## src/hdl/ottb_pkg.sv

```systemverilog
// Package for the ordered timeout timer bank.
// Holds sizes, command and result codes, beat structs and control structs.
// No dependencies.
`timescale 1ns / 1ps

package ottb_pkg;

	localparam int NUM_TIMERS = 16;
	localparam int IDX_W = $clog2(NUM_TIMERS);

	localparam logic [31:0] HALF_RANGE = 32'h7FFF_FFFF;
	localparam logic [31:0] SIGN_BIT = 32'h8000_0000;

	// Command codes.
	localparam logic [2:0] CMD_TICK     = 3'd0;
	localparam logic [2:0] CMD_INIT     = 3'd1;
	localparam logic [2:0] CMD_START    = 3'd2;
	localparam logic [2:0] CMD_STOP     = 3'd3;
	localparam logic [2:0] CMD_GET      = 3'd4;
	localparam logic [2:0] CMD_SET      = 3'd5;
	localparam logic [2:0] CMD_ONESHOT  = 3'd6;
	localparam logic [2:0] CMD_PERIODIC = 3'd7;

	// Result kinds and status codes.
	localparam logic KIND_ACK = 1'b0;
	localparam logic KIND_EXPIRED = 1'b1;
	localparam logic STATUS_OK = 1'b0;
	localparam logic STATUS_ERR = 1'b1;

	typedef struct packed {
		logic [2:0]  command;
		logic [3:0]  timer_id;
		logic [31:0] period_value;
		logic        periodic_mode;
	} in_beat_t;

	typedef struct packed {
		logic        result_kind;
		logic [3:0]  result_timer;
		logic        status;
		logic [30:0] period_read;
		logic        last_result;
	} out_beat_t;

	// Controller to datapath commands.
	typedef struct packed {
		logic accept;    // take an input beat and apply it
		logic push_ack;  // move the staged acknowledge to the output
		logic scan_step; // evaluate one slot in the scan
		logic fire;      // expire the best slot and restart the scan
		logic finish;    // emit the pending expiry as the last result
	} ctl_cmd_t;

	// Datapath to controller status.
	typedef struct packed {
		logic is_tick;
		logic scan_last;
		logic best_expired;
		logic pending;
		logic out_free;
	} ctl_stat_t;

endpackage

```

## src/hdl/ordered_timeout_timer_bank_unit.sv

```systemverilog
// Ordered timeout timer bank, top level.
// A non-tick command is acknowledged from the ACK state once the output is free.
// A tick makes one scan pass over all slots per expired timer, plus one more;
// the scan evaluates one slot per cycle, and an expiry beat is pushed only when the output is free.
// Asynchronous active-low reset clears all timers, counters and the tick count.
`timescale 1ns / 1ps

module ordered_timeout_timer_bank_unit (
	input  logic                clk,
	input  logic                arst_n,
	input  logic                in_valid,
	output logic                in_ready,
	input  ottb_pkg::in_beat_t  in_data,
	output logic                out_valid,
	input  logic                out_ready,
	output ottb_pkg::out_beat_t out_data
);
	import ottb_pkg::*;

	ctl_cmd_t  cmd;
	ctl_stat_t stat;

	// Sequencer.
	ottb_ctrl u_ctrl (
		.clk      (clk),
		.arst_n   (arst_n),
		.in_valid (in_valid),
		.in_ready (in_ready),
		.stat     (stat),
		.cmd      (cmd)
	);

	// Timer state and result path.
	ottb_datapath u_datapath (
		.clk       (clk),
		.arst_n    (arst_n),
		.in_data   (in_data),
		.cmd       (cmd),
		.stat      (stat),
		.out_valid (out_valid),
		.out_ready (out_ready),
		.out_data  (out_data)
	);

endmodule

```

## src/hdl/ottb_datapath.sv

```systemverilog
// Datapath of the ordered timeout timer bank: timer state, slot scan,
// best-candidate registers and the output register. Depends on ottb_pkg.
`timescale 1ns / 1ps

module ottb_datapath (
	input  logic                clk,
	input  logic                arst_n,
	input  ottb_pkg::in_beat_t  in_data,
	input  ottb_pkg::ctl_cmd_t  cmd,
	output ottb_pkg::ctl_stat_t stat,
	output logic                out_valid,
	input  logic                out_ready,
	output ottb_pkg::out_beat_t out_data
);
	import ottb_pkg::*;

	logic [31:0]       tick_now_q;
	logic [31:0]       start_counter_q;
	logic [31:0]       deadline_q [NUM_TIMERS];
	logic [30:0]       period_q [NUM_TIMERS];
	logic [31:0]       order_q [NUM_TIMERS];
	logic [NUM_TIMERS-1:0] active_q;
	logic [NUM_TIMERS-1:0] periodic_q;
	logic [NUM_TIMERS-1:0] fired_q;

	logic [IDX_W-1:0]  idx_q;
	logic              best_valid_q;
	logic [IDX_W-1:0]  best_id_q;
	logic [31:0]       best_key_q;
	logic [31:0]       best_dl_q;
	logic [30:0]       best_period_q;
	logic              best_periodic_q;
	logic [31:0]       best_order_q;

	logic              pend_valid_q;
	logic [IDX_W-1:0]  pend_id_q;
	out_beat_t         ack_q;
	logic              out_valid_q;
	out_beat_t         out_q;

	logic [IDX_W-1:0]  rd;
	logic [31:0]       key;
	logic [31:0]       order_gap;
	logic              cand;
	logic              better;
	logic [30:0]       sat;
	logic [30:0]       arm_p;
	logic [30:0]       rearm_p;
	logic              out_free;

	// Slot read address: scan index during a tick, addressed slot otherwise.
	assign rd = cmd.scan_step ? idx_q : in_data.timer_id[IDX_W-1:0];

	// Compare the scanned slot against the best candidate so far.
	always_comb begin
		key = (deadline_q[rd] - tick_now_q) ^ SIGN_BIT;
		order_gap = best_order_q - order_q[rd] - 32'd1;
		cand = active_q[rd] && !fired_q[rd];
		if (!best_valid_q) begin
			better = 1'b1;
		end else if (key != best_key_q) begin
			better = key < best_key_q;
		end else begin
			better = order_gap < HALF_RANGE;
		end
	end

	// Saturated period and restart periods (zero periodic counts as one).
	always_comb begin
		sat = (in_data.period_value > HALF_RANGE) ? HALF_RANGE[30:0]
			: in_data.period_value[30:0];
		arm_p = (periodic_q[rd] && period_q[rd] == '0) ? 31'd1 : period_q[rd];
		rearm_p = (best_period_q == '0) ? 31'd1 : best_period_q;
	end

	assign out_free = !out_valid_q || out_ready;

	always_comb begin
		stat.is_tick = in_data.command == CMD_TICK;
		stat.scan_last = idx_q == IDX_W'(NUM_TIMERS - 1);
		stat.best_expired = best_valid_q && ((tick_now_q - best_dl_q) < HALF_RANGE);
		stat.pending = pend_valid_q;
		stat.out_free = out_free;
	end

	// Timer state and scan registers.
	always_ff @(posedge clk or negedge arst_n) begin
		if (!arst_n) begin
			tick_now_q <= '0;
			start_counter_q <= '0;
			active_q <= '0;
			periodic_q <= '0;
			fired_q <= '0;
			idx_q <= '0;
			best_valid_q <= 1'b0;
			pend_valid_q <= 1'b0;
			for (int i = 0; i < NUM_TIMERS; i++) begin
				deadline_q[i] <= '0;
				period_q[i] <= '0;
				order_q[i] <= '0;
			end
		end else begin
			if (cmd.accept) begin
				ack_q.result_kind <= KIND_ACK;
				ack_q.result_timer <= in_data.timer_id;
				ack_q.status <= STATUS_OK;
				ack_q.period_read <= '0;
				ack_q.last_result <= 1'b1;
				unique case (in_data.command)
					CMD_TICK: begin
						tick_now_q <= tick_now_q + 32'd1;
						fired_q <= '0;
						idx_q <= '0;
						best_valid_q <= 1'b0;
						pend_valid_q <= 1'b0;
					end
					CMD_INIT: begin
						period_q[rd] <= sat;
						periodic_q[rd] <= in_data.periodic_mode;
						active_q[rd] <= 1'b0;
						deadline_q[rd] <= '0;
					end
					CMD_START: begin
						deadline_q[rd] <= tick_now_q + {1'b0, arm_p};
						start_counter_q <= start_counter_q + 32'd1;
						order_q[rd] <= start_counter_q + 32'd1;
						active_q[rd] <= 1'b1;
					end
					CMD_STOP: begin
						if (!active_q[rd]) begin
							ack_q.status <= STATUS_ERR;
						end
						active_q[rd] <= 1'b0;
					end
					CMD_GET: begin
						ack_q.period_read <= period_q[rd];
					end
					CMD_SET: begin
						period_q[rd] <= sat;
					end
					CMD_ONESHOT: begin
						periodic_q[rd] <= 1'b0;
					end
					default: begin
						periodic_q[rd] <= 1'b1;
					end
				endcase
			end

			// One slot per cycle against the running best.
			if (cmd.scan_step) begin
				idx_q <= idx_q + IDX_W'(1);
				if (cand && better) begin
					best_valid_q <= 1'b1;
					best_id_q <= rd;
					best_key_q <= key;
					best_dl_q <= deadline_q[rd];
					best_period_q <= period_q[rd];
					best_periodic_q <= periodic_q[rd];
					best_order_q <= order_q[rd];
				end
			end

			// Expire the best slot, restart periodic ones, start a new pass.
			if (cmd.fire) begin
				fired_q[best_id_q] <= 1'b1;
				active_q[best_id_q] <= best_periodic_q;
				if (best_periodic_q) begin
					deadline_q[best_id_q] <= tick_now_q + {1'b0, rearm_p};
					start_counter_q <= start_counter_q + 32'd1;
					order_q[best_id_q] <= start_counter_q + 32'd1;
				end
				pend_valid_q <= 1'b1;
				pend_id_q <= best_id_q;
				idx_q <= '0;
				best_valid_q <= 1'b0;
			end

			if (cmd.finish) begin
				pend_valid_q <= 1'b0;
			end
		end
	end

	// Output register; an expiry is held back one step to mark the last one.
	always_ff @(posedge clk or negedge arst_n) begin
		if (!arst_n) begin
			out_valid_q <= 1'b0;
		end else begin
			if (cmd.push_ack) begin
				out_valid_q <= 1'b1;
				out_q <= ack_q;
			end else if ((cmd.fire && pend_valid_q) || cmd.finish) begin
				out_valid_q <= 1'b1;
				out_q.result_kind <= KIND_EXPIRED;
				out_q.result_timer <= 4'(pend_id_q);
				out_q.status <= STATUS_OK;
				out_q.period_read <= '0;
				out_q.last_result <= cmd.finish;
			end else if (out_ready) begin
				out_valid_q <= 1'b0;
			end
		end
	end

	assign out_valid = out_valid_q;
	assign out_data = out_q;

endmodule

```

## src/hdl/ottb_ctrl.sv

```systemverilog
// Controller of the ordered timeout timer bank: sequences command beats,
// tick scans and result pushes. Depends on ottb_pkg.
`timescale 1ns / 1ps

module ottb_ctrl (
	input  logic                clk,
	input  logic                arst_n,
	input  logic                in_valid,
	output logic                in_ready,
	input  ottb_pkg::ctl_stat_t stat,
	output ottb_pkg::ctl_cmd_t  cmd
);
	import ottb_pkg::*;

	localparam logic [1:0] S_IDLE   = 2'd0;
	localparam logic [1:0] S_ACK    = 2'd1;
	localparam logic [1:0] S_SCAN   = 2'd2;
	localparam logic [1:0] S_DECIDE = 2'd3;

	logic [1:0] state_q;
	logic [1:0] state_d;

	// Next state and commands.
	always_comb begin
		state_d = state_q;
		cmd = '0;
		in_ready = 1'b0;
		unique case (state_q)
			S_IDLE: begin
				in_ready = 1'b1;
				if (in_valid) begin
					cmd.accept = 1'b1;
					state_d = stat.is_tick ? S_SCAN : S_ACK;
				end
			end
			S_ACK: begin
				if (stat.out_free) begin
					cmd.push_ack = 1'b1;
					state_d = S_IDLE;
				end
			end
			S_SCAN: begin
				cmd.scan_step = 1'b1;
				if (stat.scan_last) begin
					state_d = S_DECIDE;
				end
			end
			default: begin
				if (stat.best_expired) begin
					if (!stat.pending || stat.out_free) begin
						cmd.fire = 1'b1;
						state_d = S_SCAN;
					end
				end else if (!stat.pending) begin
					state_d = S_IDLE;
				end else if (stat.out_free) begin
					cmd.finish = 1'b1;
					state_d = S_IDLE;
				end
			end
		endcase
	end

	always_ff @(posedge clk or negedge arst_n) begin
		if (!arst_n) begin
			state_q <= S_IDLE;
		end else begin
			state_q <= state_d;
		end
	end

endmodule

```

## config.mk

```make
export PLATFORM = sky130hd
export DESIGN_NAME = ordered_timeout_timer_bank_unit
export DESIGN_NICKNAME = d
export VERILOG_FILES = /design/src/hdl/ottb_pkg.sv /design/src/hdl/ordered_timeout_timer_bank_unit.sv /design/src/hdl/ottb_datapath.sv /design/src/hdl/ottb_ctrl.sv
export SDC_FILE = /design/constraint.sdc
export NUM_CORES = 2
export LEC_CHECK = 0
export BUFFER_PORTS_ARGS = -buffer_cell sky130_fd_sc_hd__buf_2
export CAP_MARGIN = 20
export CORE_MARGIN = 4
export CORE_UTILIZATION = 35
export DETAILED_ROUTE_END_ITERATION = 8
export GPL_TIMING_DRIVEN = 0
export PLACE_DENSITY = 0.55
export SETUP_SLACK_MARGIN = 0.1
export SLEW_MARGIN = 5
export SYNTH_ARGS = -nofsm -noshare
export SYNTH_HDL_FRONTEND = slang
export SYNTH_SLANG_ARGS = --single-unit
```

## constraint.sdc

```tcl
create_clock -name clk -period 41 [get_ports clk]
set_input_delay 6.15 -clock clk [delete_from_list [all_inputs] [get_ports clk]]
set_output_delay 6.15 -clock clk [all_outputs]
set_load 0.05 [all_outputs]
```

==> summary.md <==
| Metric | Value |
|---|---|
| Synth cell count leaders | `dfrtp_1, a21oi_1, nand2_1` |
| Root Driver | `clkbuf_16` |
| EDFF count, synth | `210` |
| DR pass1 iterations | `9` |
| Worst Path Max Fanout | `25` |
| Worst hold path class | `reg -> reg` |
| CTS buffer count | `between 150 and 200` |
| Final max-slew violation count | `0` |
| Flops & latches, synth | `1,851` |
| Overflow after GRT | `0` |
| Vias in the first global route | `roughly 75,000` |
| Post-DP Area | `a little under 0.1 sq mm` |
| Setup_tns | `0 ns` |
| VDD IR max | `~0.000046 V` |
| RSZ-0062 raised after global routing | `no` |
| H-tree levels | `4` |
| Min-Delay Endpoint | `u_datapath.fired_q[1]$_DFF_PN0_` |
| WL final | `between 300,000 and 400,000 um` |
| Startpoint types | `input pin` |
| Ys Warns | `0` |
| DIE AREA | `~0.28 sq mm` |
| Asr flop ratio synth | `a little under 90%` |
| Vias per inst | `~6.1` |
| Mapped Cells | `about 8,400` |
| Critical Path Sink Type | `flop` |
| R2R cell count | `39` |
| Antenna violations before repair | `14` |
| Slew HR | `roughly 10%` |
| Tcrit/Tclk final | `a little under half` |
| FF-to-FF Start | `u_ctrl.state_q[1]$_DFFE_PN0P_` |
| Layout cells sized above 1 | `17.16%` |
| Slowest stage cell, crit path | `clkbuf_1` |
| Post-synth top area share | `43.99%` |
| First-pass GRT wire length | `524,000 um` |
| CTS Hold Buffers Added | `0` |
| P_leak | `46.14 nW` |
| CTS tree | `done` |
| Final critical-path required period | `a little under 20 ns` |
| Buffers on Ports | `just over 80` |
| Detailed Place HPWL | `270,800 um` |
| Layout net count | `about 9,000` |
| Starting density of the core | `roughly a third` |
| # IOs | `between 80 and 90` |
| Gpl congestion | `about 1.0` |
| CTS Buffer Depth | `3` |
| Arrival @ worst endpoint | `between 20 and 25 ns` |
| CP peak stage delay | `about 0.91 ns` |
| Wire per inst | `29.03 um` |
| Dpl ws | `20.74 ns` |
| Worst EP required | `approximately 42 ns` |
| Design area | `between 0.1 and 0.15 sq mm` |
| Setup ws final | `about 21 ns` |
| Worst-Margin Slew | `~1.3 ns` |
| Sequential element share of the synthesized area | `50.74%` |
| Hold_sp | `u_datapath.fired_q[1]$_DFF_PN0_` |
| Leading area contributor after synthesis | `dfrtp_1` |
| WHS | `0.4754 ns` |
| Clk pin slew, worst setup/hold paths | `about 0.060 ns` |
| Max-cap viol count | `0` |
| Post-CTS resize count | `0` |
| Synth unique cells | `83` |
| Iteration-0 DRC Markers | `~9,000` |
| Pwr dens | `65.71 mW/mm^2` |
| DR DRC count | `0` |
| # clock sinks | `between 1,500 and 2,000` |
| Via count | `between 70,000 and 80,000` |
| Post-CTS Setup Inserts | `0` |
| End of the worst register-to-register path | `u_datapath.best_dl_q[18]$_DFFE_PP_` |
| Die height | `between 500 and 600 um` |
| Largest net degree at the start of global routing | `between 150 and 200` |
| Final Skew | `around 0.074 ns` |
| Worst setup path category | `in -> reg` |
| Status | `finished, final reports clean` |
| Synth-to-Final Area Change | `14.09%` |
| Syn_area_per_cell | `between 10 and 15 sq um` |
| Hold path depth | `1` |
| Flop-to-flop setup slack | `roughly 26 ns` |
| Fin. Hold Viols | `0` |
| Antenna viol nets, final | `0` |
| Most used DFF post-synth | `dfrtp_1` |
| Max Freq | `about 51 MHz` |
| Syn Std Cell Area | `0.09335 sq mm` |
| Die width | `524.5 um` |
| Tot GR Track Use | `between 20 and 30%` |
| Post-synthesis net count | `~8,600` |
| Synth top area cells | `dfrtp_1, mux4_2, edfxtp_1, a21oi_1, mux2_2` |
| Insertion delay to the later sink of the worst-skew pair | `0.89 ns` |
| Core ar. | `about 0.27 sq mm` |
| Final setup vio count | `0` |
| Top-count cell post-synth | `dfrtp_1` |
| Row count | `about 190` |
-- kinds of logic (layout without fill, tap and decap cells) --
family	Yosys count	count (layout)	synth area share, %
muxes	934	934	15.96
buffers and inverters	931	1465	4.014
adders and majority gates	195	195	2.654
and+or+nand+nor	2069	2069	9.919
DFF	1851	1851	50.74
AOI/OAI and AO/OA	2235	2235	15.05
xor gates and xnor gates	177	177	1.661
other	0	12	0
-- where the power goes --
group | total (mW) | switching, mW | internal [mW]
clock | 1.93 | 0.818 | 1.11
combinational | 2.51 | 1.65 | 0.867
sequential | 2.55 | 0.251 | 2.30
-- final cells by class --
class | count | area (sq um)
Antenna cell | 12 | 30.03
Buffer | 761 | 3126
Clock buffer | 295 | 5944
Clock inverter | 82 | 1124
Fill cell | 25570 | 158800
Inverter | 170 | 638.1
Multi-Input combinational cell | 5610 | 42320
Sequential cell | 1851 | 47370
Tap cell | 3533 | 4420
Timing Repair Buffer | 157 | 1538
-- through the flow --
stage	std cells	total power, mW	util [%]
3_3_place_gp	12006	4.930	37.00
2_1_floorplan	8392	3.997	-
3_5_place_dp	12065	5.020	37.40
5_1_grt	12462	7.293	40.13
4_1_cts	12442	6.953	40.06
6_report	12471	6.999	40.14
-- placed cells by master, fill, tap and decap left out, types with 59 or more instances in the layout --
cell type	instances
a21o_1	78
mux2_1	59
a21oi_1	1061
o21ai_0	255
buf_1	104
ha_1	190
mux4_2	393
clkbuf_16	202
nand3_1	136
inv_1	167
dfrtp_1	1641
and3_1	98
nor2_1	671
mux2_2	449
a211oi_1	59
and2_1	91
nand2_1	751
a31oi_1	109
edfxtp_1	210
clkbuf_1	552
xnor2_1	115
xor2_1	60
buf_2	179
a221oi_1	450
nor3_1	89
-- how the worst max path moves through the flow --
stage | from | end | slack [ns]
finish | in_data[36] | u_datapath.best_dl_q[18]$_DFFE_PP_ | 21.41
global route | in_data[33] | u_datapath.best_key_q[14]$_DFFE_PP_ | 21.32
CTS | in_data[33] | u_datapath.best_key_q[14]$_DFFE_PP_ | 21.61
detailed placement | in_data[33] | u_datapath.best_dl_q[20]$_DFFE_PP_ | 20.74
global placement | arst_n | u_datapath.best_dl_q[20]$_DFFE_PP_ | -6.40
floorplan | in_data[33] | u_datapath.best_dl_q[0]$_DFFE_PP_ | 21.66
-- flip-flops by register name, indices dropped and copies added (netlist names), 36 cells and up --
signal / flops
u_datapath.out_data: 38
u_datapath.order_q: 512
u_datapath.deadline_q: 512
u_datapath.ack_q: 36
u_datapath.period_q: 496
-- per-layer routing --
layer  global-route usage [%]  wire (um)  vias to the layer above
met1                    34.23     145800                    38699
met2                    37.79     157400                     4255
met3                    6.296      34880                      892
met5                  0.01732         48                        -
li1                         -          -                    31715
met4                    14.51      23840                        8
-- critical path: cells and delay by family --
kind / cells / cell delay [ns]
AOI/OAI and AO/OA: 14 / 4.22
buffers and inverters: 10 / 4.48
xor gates and xnor gates: 1 / 0.15
adders and majority gates: 2 / 0.74
muxes: 1 / 0.79
and+or+nand+nor: 10 / 3.48
(Power assumes the default switching activity.)
